$ cat src/rtl/core/ede_pkg.sv
package ede_pkg;

    // Command codes
    localparam logic [1:0] CMD_CLEAR  = 2'd0;
    localparam logic [1:0] CMD_APPEND = 2'd1;
    localparam logic [1:0] CMD_FEED   = 2'd2;
    localparam logic [1:0] CMD_FINISH = 2'd3;

    localparam int unsigned DIST_W = 16;
    localparam logic [DIST_W-1:0] DIST_SAT = {DIST_W{1'b1}};

    // One request on the input channel
    typedef struct packed {
        logic [1:0] cmd;
        logic [7:0] symbol;
    } t_request;

    // One result on the output channel
    typedef struct packed {
        logic [DIST_W-1:0] distance;
        logic              overflow;
    } t_result;

    // Token handed from cell to cell along the chain
    typedef struct packed {
        logic              valid;
        logic [1:0]        cmd;
        logic [7:0]        symbol;
        logic [DIST_W-1:0] left_new;  // updated row entry of the left neighbor
        logic [DIST_W-1:0] left_old;  // row entry of the left neighbor before update
        logic [DIST_W-1:0] distance;  // distance picked up on a finish
        logic              overflow;
    } t_wave;

    // Increment with saturation
    function automatic logic [DIST_W-1:0] sat_inc(input logic [DIST_W-1:0] v);
        return (v == DIST_SAT) ? v : v + 1'b1;
    endfunction

    // Minimum of three
    function automatic logic [DIST_W-1:0] min3(input logic [DIST_W-1:0] a,
                                               input logic [DIST_W-1:0] b,
                                               input logic [DIST_W-1:0] c);
        logic [DIST_W-1:0] m;
        m = (a < b) ? a : b;
        return (m < c) ? m : c;
    endfunction

endpackage

$ cat src/rtl/core/ede_cell.sv
module ede_cell #(
    parameter int CELL_IDX = 0,
    parameter int LEN_W    = 6
) (
    input  logic               i_clk,
    input  logic               i_rst_n,
    input  ede_pkg::t_wave     i_wave,
    input  logic [LEN_W-1:0]   i_len,
    output ede_pkg::t_wave     o_wave,
    output logic [LEN_W-1:0]   o_len
);
    import ede_pkg::*;

    localparam logic [LEN_W-1:0]  MY_IDX  = LEN_W'(CELL_IDX);
    localparam logic [LEN_W-1:0]  MY_LEN  = LEN_W'(CELL_IDX + 1);
    localparam logic [DIST_W-1:0] ROW_RST = DIST_W'(CELL_IDX + 1);

    logic [7:0]        r_ref;
    logic [DIST_W-1:0] r_row;
    logic [DIST_W-1:0] n_row;
    t_wave             r_wave;
    t_wave             n_wave;
    logic              r_valid;
    logic [LEN_W-1:0]  r_len;

    logic              w_active;
    logic [DIST_W-1:0] w_sub;
    logic [DIST_W-1:0] w_cand;

    // Compute the new row entry for a feed
    assign w_active = (i_len > MY_IDX);
    assign w_sub    = (i_wave.symbol != r_ref) ? sat_inc(i_wave.left_old) : i_wave.left_old;
    assign w_cand   = min3(sat_inc(i_wave.left_new), sat_inc(r_row), w_sub);

    // Apply the passing token to this cell
    always_comb begin
        n_row  = r_row;
        n_wave = i_wave;
        case (i_wave.cmd)
            CMD_CLEAR, CMD_APPEND: begin
                n_row = ROW_RST;
            end
            CMD_FEED: begin
                n_wave.left_old = r_row;
                n_wave.left_new = w_active ? w_cand : r_row;
                if (w_active) begin
                    n_row = w_cand;
                end
            end
            CMD_FINISH: begin
                if (i_len == MY_LEN) begin
                    n_wave.distance = r_row;
                end
                n_row = ROW_RST;
            end
            default: begin
                n_row = r_row;
            end
        endcase
        if (!i_wave.valid) begin
            n_row = r_row;
        end
    end

    // Hold the row entry and the token valid bit
    always_ff @(posedge i_clk) begin
        if (!i_rst_n) begin
            r_row   <= ROW_RST;
            r_valid <= 1'b0;
        end else begin
            r_row   <= n_row;
            r_valid <= i_wave.valid;
        end
    end

    // Payload of the token and the stored reference byte
    always_ff @(posedge i_clk) begin
        r_wave <= n_wave;
        r_len  <= i_len;
        if (i_wave.valid && i_wave.cmd == CMD_APPEND && i_len == MY_IDX) begin
            r_ref <= i_wave.symbol;
        end
    end

    // Pass the token on
    always_comb begin
        o_wave       = r_wave;
        o_wave.valid = r_valid;
    end

    assign o_len = r_len;

endmodule

$ cat config.mk
export PLATFORM = sky130hd
export DESIGN_NAME = ede_cell
export DESIGN_NICKNAME = d
export VERILOG_FILES = /design/src/rtl/core/ede_pkg.sv /design/src/rtl/core/ede_cell.sv
export SDC_FILE = /design/constraint.sdc
export NUM_CORES = 1
export LEC_CHECK = 0
export BUFFER_PORTS_ARGS = -buffer_cell sky130_fd_sc_hd__buf_2
export CAP_MARGIN = 15
export CORE_UTILIZATION = 50
export DETAILED_ROUTE_END_ITERATION = 16
export PLACE_DENSITY = 0.79
export SLEW_MARGIN = 20
export SYNTH_ARGS = -nofsm -noshare
export SYNTH_HDL_FRONTEND = slang
export SYNTH_SLANG_ARGS = --single-unit
$ cat constraint.sdc
create_clock -name i_clk -period 15.99 [get_ports i_clk]
set_input_delay 1.599 -clock i_clk [delete_from_list [all_inputs] [get_ports i_clk]]
set_output_delay 1.599 -clock i_clk [all_outputs]
set_load 0.005 [all_outputs]
==> run_results.csv, run 1 <==
group,metric,value,unit
outcome,status,"complete, no violations",
clock_network,clk_latency,0.35,ns
clock_network,ctsRootBufferMaster,"clkbuf_8",
power,power,520,µW
clock_network,cts.sinks,90,
timing,period_needed,7.84,ns
setup_path,cp-start-kind,"input port",
logic_synthesis,synth-seq-cells,90,
timing,setup-violations-final,0,
logic_synthesis,async_flop_share,0,%
floorplan,ios,134,
timing,min_period_over_period,49.0,%
clock_network,cts_tree,"built",
floorplan,num_rows,36,
timing,fmax,128,MHz
setup_path,crit_arrival,8.11,ns
global_routing,antenna_found_initial,0,
timing,rsz0062_at_grt,"false",
timing,hold_violations,0,
setup_path,worstPathRequired,16.26,ns
global_routing,grt_max_degree,37,
logic_synthesis,ys.flop_type,"dfxtp_1",
global_routing,grt_pass1_vias,4587,
clock_network,postCtsSetupBuffers,0,
clock_network,holdBufCountCts,0,
logic_synthesis,syn_inst,587,
run,drv_cap,0,
detailed_routing,viasPerCell,5.61,
detailed_routing,ant_nets,0,
detailed_routing,drc,0,
setup_path,end_kind,"flop",
setup_path,cp_slowest_stage_delay,0.86,ns
logic_synthesis,synth_area,0.00507,mm²
logic_synthesis,synth.most_common_cell,"nand2_1",
logic_synthesis,seq_area_frac_synth,37.1,%
detailed_routing,wl_per_cell,17.7,µm
detailed_routing,vias,4756,
clock_network,cts_resized,0,
global_routing,grt-ovfl-total,0,
clock_network,htree_levels,3,
timing,worst_pin_slew,1.01,ns
clock_network,clock_path_buffers,2,
timing,slew_violations,0,
power,powerDensity,85.9,mW/mm²
logic_synthesis,avgSynthCellArea,8.64,µm²
floorplan,die_area,0.0105,mm²
floorplan,fp.coreArea,0.00982,mm²
logic_synthesis,yosysTopAreaCellShare,32.4,%
logic_synthesis,synth-edff-count,8,
logic_synthesis,synth_area_leaders,"dfxtp_1 (32%), ha_1 (7.7%), nand2_1 (7.6%), xor2_1 (5.9%), mux2i_1 (5.3%)",
power,vdd_ir_drop_max,0.0000523,V
logic_synthesis,synth_nets,686,
setup_path,slowest_stage,"a211oi_4",
setup_path,path_buf_inv,2,
floorplan,die_y,103,µm
setup_path,critical-path-top-delay-family,"compound AO/OA/AOI/OAI gates",
detailed_routing,drt-pass1-iter-count,5,
detailed_routing,finalWirelength,15000,µm
layout,synthToLayoutAreaGrowth,19.5,%
floorplan,start_util,51.6,%
setup_path,reg2reg_slack,8.93,ns
timing,worst_clock_skew,0.0107,ns
worst_hold_path,hold_path.class,"flop to flop",
placed_design,portBuffers,133,
detailed_routing,drt-initial-drc-count,251,
logic_synthesis,yosysUniqueCellTypes,51,
floorplan,die_x,103,µm
placed_design,detailed_place_hpwl,11700,µm
global_routing,track_usage,29.0,%
global_routing,grt_pass1_wl,23000,µm
placed_design,place.gp.congestion,0.899,
power,leakagePower,2.70,nW
layout,antenna_cells,0,
clock_network,cts_buffers,9,
layout,fin_nets,809,
timing,relSlewSlack,32.4,%
setup_path,crit_fanout,17,
logic_synthesis,ys_top_cells_by_count,"nand2_1 (102), dfxtp_1 (82), xor2_1 (34)",
setup_path,crit_type,"input port to flop",
layout,drive_above_1_share,25.2,%
logic_synthesis,synth_warnings,0,
logic_synthesis,yosysTopAreaCell,"dfxtp_1",
timing,tns,0,ns
clock_network,clk_pin_slew_worst_paths,0.09,ns
[worst register-to-register path: stages (launching register included)]
cell	delay, ns
dfxtp_1	0.52
ha_1	0.33
nand3_1	0.14
or4_1	0.75
and3_1	0.31
nor2b_1	0.14
xnor2_1	0.21
ha_1	0.28
a211oi_1	0.24
o21ai_0	0.21
a211o_1	0.33
o211ai_2	0.14
nor3b_1	0.09
a211oi_4	0.86
mux2i_1	0.35
ha_1	0.28
a21o_1	0.19
a21o_1	0.17
a21oi_1	0.15
o21ai_0	0.12
o21bai_1	0.17
a21oi_1	0.26
a21oi_4	0.17
mux2_1	0.40
o221ai_1	0.16
[power by group]
| group | internal (mW) | leakage, nW | total (mW) | switching, mW |
|---|---|---|---|---|
| Sequential | 0.240 | 0.758 | 0.245 | 0.00574 |
| Combinational | 0.0416 | 1.82 | 0.0976 | 0.0559 |
| Clock | 0.0940 | 0.117 | 0.177 | 0.0834 |
| Total | 0.375 | 2.70 | 0.520 | 0.145 |
[final cells by class]
class | count | area [µm²]
Fill cell | 896 | 3760
Multi-Input combinational cell | 443 | 2970
Sequential cell | 90 | 1880
Timing Repair Buffer | 138 | 703
Tap cell | 133 | 166
Clock buffer | 10 | 138
Inverter | 28 | 105
Clock inverter | 6 | 95.1
[per-layer routing]
layer / vias to the layer above / GRT usage [%] / routed length [µm]
li1: 2307 / - / -
met1: 2220 / 36.0 / 6290
met2: 197 / 49.9 / 7430
met3: 32 / 5.36 / 883
met4: 0 / 10.2 / 368
met5: - / 0 / 0
[cells in the final DEF, fill, tap and decap left out, drive strengths merged, types with 6 or more instances in the layout]
master  Yosys  layout
clkbuf     16      10
a21o        9       9
xnor2      10      10
a21oi      25      25
buf        10     138
nor2b       6       6
mux2       21      21
a211oi      6       6
and3        9       9
dfxtp      82      82
mux2i      27      27
xor2       34      34
edfxtp      8       8
and4        6       6
nand4      20      20
o21ai      42      42
or3        14      14
ha         31      31
nor3       11      11
nor2       17      17
inv        28      30
nand3      23      23
nand2     102     102
[state kept, by name, summed over array words and instances (netlist names)]
register and count:
r_ref 8, r_valid 1, o_wave 59, o_len 6, r_row 16
[cells by family (layout without fill, tap and decap cells)]
logic type,count (synthesis),count (layout),share of synthesized area (%)
buf+inv,54,182,4.49
simple gates,222,222,21.2
fa+ha+maj,31,31,7.65
mux,48,48,10.0
xor+xnor,44,44,7.60
compound gates,98,98,12.0
flops,90,90,37.1
[worst paths after layout]
check,from,endpoint,cells past startpoint
hold reg to reg,r_row[14],o_wave[31],2
setup / recovery,i_wave[33],o_wave[33],25
hold / removal,r_row[14],o_wave[31],2
setup reg to reg,r_row[1],o_wave[33],24
[stage by stage]
step | instance area (µm²) | instances | worst slack, ns | util [%] | hold slack, ns
CTS | 6050 | 848 | 8.23 | 61.7 | 0.562
finish | 6060 | 848 | 8.15 | 61.7 | 0.567
floorplan | 5070 | 587 | 8.87 | - | 0.470
detailed placement | 5820 | 832 | 7.89 | 59.3 | 0.553
global route | 6060 | 848 | 7.62 | 61.7 | 0.587
global placement | 5820 | 832 | 8.04 | 59.3 | 0.533
Power figures use the tool's default switching activity.
==> inputs of run 2 (changes only) <==
--- a/config.mk
+++ b/config.mk
@@ -7,9 +7,9 @@
 export LEC_CHECK = 0
 export BUFFER_PORTS_ARGS = -buffer_cell sky130_fd_sc_hd__buf_2
 export CAP_MARGIN = 15
-export CORE_UTILIZATION = 50
+export CORE_UTILIZATION = 48
 export DETAILED_ROUTE_END_ITERATION = 16
-export PLACE_DENSITY = 0.79
+export PLACE_DENSITY = 0.8
 export SLEW_MARGIN = 20
 export SYNTH_ARGS = -nofsm -noshare
 export SYNTH_HDL_FRONTEND = slang
==> constraint.sdc (replaced) <==
create_clock -name i_clk -period 6.8 [get_ports i_clk]
set_input_delay 0.68 -clock i_clk [delete_from_list [all_inputs] [get_ports i_clk]]
set_output_delay 0.68 -clock i_clk [all_outputs]
set_load 0.005 [all_outputs]
==> run_results.csv, run 2 (synthesis results as in run 1) <==
group,metric,value,unit
outcome,status,"complete, no violations",
setup_path,crit_type,"flop to flop",
detailed_routing,wl_per_cell,18.3,µm
clock_network,holdBufCountCts,0,
global_routing,grt-ovfl-total,0,
floorplan,start_util,49.3,%
power,leakagePower,2.74,nW
timing,fmax,154,MHz
setup_path,crit_arrival,6.76,ns
timing,setup-violations-final,0,
clock_network,clk_latency,0.35,ns
floorplan,fp.coreArea,0.0103,mm²
detailed_routing,finalWirelength,15800,µm
timing,worst_clock_skew,0.00866,ns
setup_path,worstPathRequired,7.07,ns
power,powerDensity,194,mW/mm²
timing,period_needed,6.49,ns
floorplan,die_x,105,µm
timing,slew_violations,0,
timing,min_period_over_period,95.4,%
detailed_routing,drt-pass1-iter-count,5,
floorplan,die_y,105,µm
floorplan,num_rows,37,
floorplan,ios,134,
power,vdd_ir_drop_max,0.000145,V
global_routing,grt_max_degree,37,
placed_design,detailed_place_hpwl,12400,µm
placed_design,place.gp.congestion,0.991,
setup_path,crit_fanout,8,
detailed_routing,viasPerCell,5.73,
setup_path,cp-start-kind,"flop",
floorplan,die_area,0.0110,mm²
layout,fin_nets,820,
layout,layout_common_cells,"buf_2 (133), nand2_1 (102), dfxtp_1 (81), xor2_1 (34), ha_1 (31)",
layout,largest_reg_flops,59,
timing,fin_ws,0.313,ns
detailed_routing,drt-initial-drc-count,362,
placed_design,pre_cts_ws,0.260,ns
timing,rsz0062_at_grt,"false",
layout,drive_above_1_share,26.6,%
layout,final_common_cell,"buf_2",
setup_path,end_kind,"flop",
clock_network,htree_levels,3,
timing,hold_violations,0,
placed_design,portBuffers,133,
detailed_routing,vias,4936,
clock_network,clock_path_buffers,2,
timing,tns,0,ns
clock_network,ctsRootBufferMaster,"clkbuf_8",
detailed_routing,ant_nets,0,
global_routing,track_usage,28.2,%
global_routing,grt_pass1_vias,4705,
global_routing,grt_pass1_wl,23900,µm
timing,worst_hold_slack,0.418,ns
layout,antenna_cells,0,
clock_network,cts.sinks,90,
detailed_routing,drc,0,
timing,relSlewSlack,26.5,%
clock_network,cts_buffers,9,
worst_hold_path,hold_path.class,"input port to flop",
clock_network,cts_tree,"built",
clock_network,clk_pin_slew_worst_paths,0.09,ns
run,drv_cap,0,
layout,synthToLayoutAreaGrowth,20.8,%
global_routing,antenna_found_initial,0,
timing,worst_pin_slew,1.10,ns
[run 2: layer usage]
metal	track usage [%]	routed length [µm]	up-vias	share of wire [%]
met1	34.8	6340	2294	40
met3	4.05	1220	47	7.7
met5	0	0	-	0
met2	48.5	7570	264	48
li1	-	-	2331	-
met4	12.9	633	0	4.0
[run 2: final timing paths]
check / from / end / slack, ns / depth (start not counted)
max: r_row[0] / o_wave[33] / 0.31 / 26
min: i_wave[0] / o_wave[0] / 0.42 / 1
max reg2reg: r_row[0] / o_wave[33] / 0.31 / 26
min reg2reg: r_row[1] / r_row[1] / 0.54 / 2
[run 2: worst max-delay path, cell delays in order (launching register included)]
cell	delay [ns]
dfxtp_1	0.47
ha_1	0.29
nand3_1	0.15
or4_1	0.59
and3_1	0.24
nor2b_1	0.16
xnor2_2	0.22
ha_1	0.29
a211oi_1	0.27
o21ai_0	0.21
a211o_1	0.31
o211ai_2	0.14
nor3b_1	0.09
a211oi_4	0.30
buf_4	0.24
mux2i_1	0.29
ha_1	0.28
a21o_1	0.18
a21o_1	0.17
a21oi_1	0.14
o21ai_0	0.15
o21bai_1	0.20
a21oi_1	0.24
a21oi_4	0.10
buf_4	0.18
mux2_1	0.33
o221ai_1	0.18
[run 2: area by class of cell]
cell class | count | area, µm²
clock buffers | 9 | 124
clock inverters | 7 | 75.1
fillers | 953 | 4150
inverters | 28 | 105
multi-input cells | 443 | 2980
flip-flops and latches | 90 | 1880
well taps | 136 | 170
repair buffers | 149 | 786
[run 2: power by group]
group / switching, mW / leakage, nW / internal [mW]
combinational: 0.138 / 1.88 / 0.104
sequential: 0.0123 / 0.758 / 0.564
clock: 0.197 / 0.102 / 0.173
total: 0.347 / 2.74 / 0.841
[run 2: metrics by stage]
| stage | instances | total power, mW | util (%) | cell area (µm²) |
|---|---|---|---|---|
| global route | 862 | 1.24 | 59.6 | 6130 |
| floorplan | 587 | 0.719 | - | 5070 |
| global placement | 840 | 0.815 | 57.0 | 5860 |
| CTS | 856 | 1.18 | 59.0 | 6060 |
| detailed placement | 840 | 0.819 | 57.0 | 5860 |
| finish | 862 | 1.19 | 59.6 | 6130 |
[run 2: timing repair]
item | CTS | global route
resized for setup | 0 | 3
endpoints found under the setup margin | 0 | 29
buffers inserted | 0 | 6
hold endpoints to repair | 0 | 0
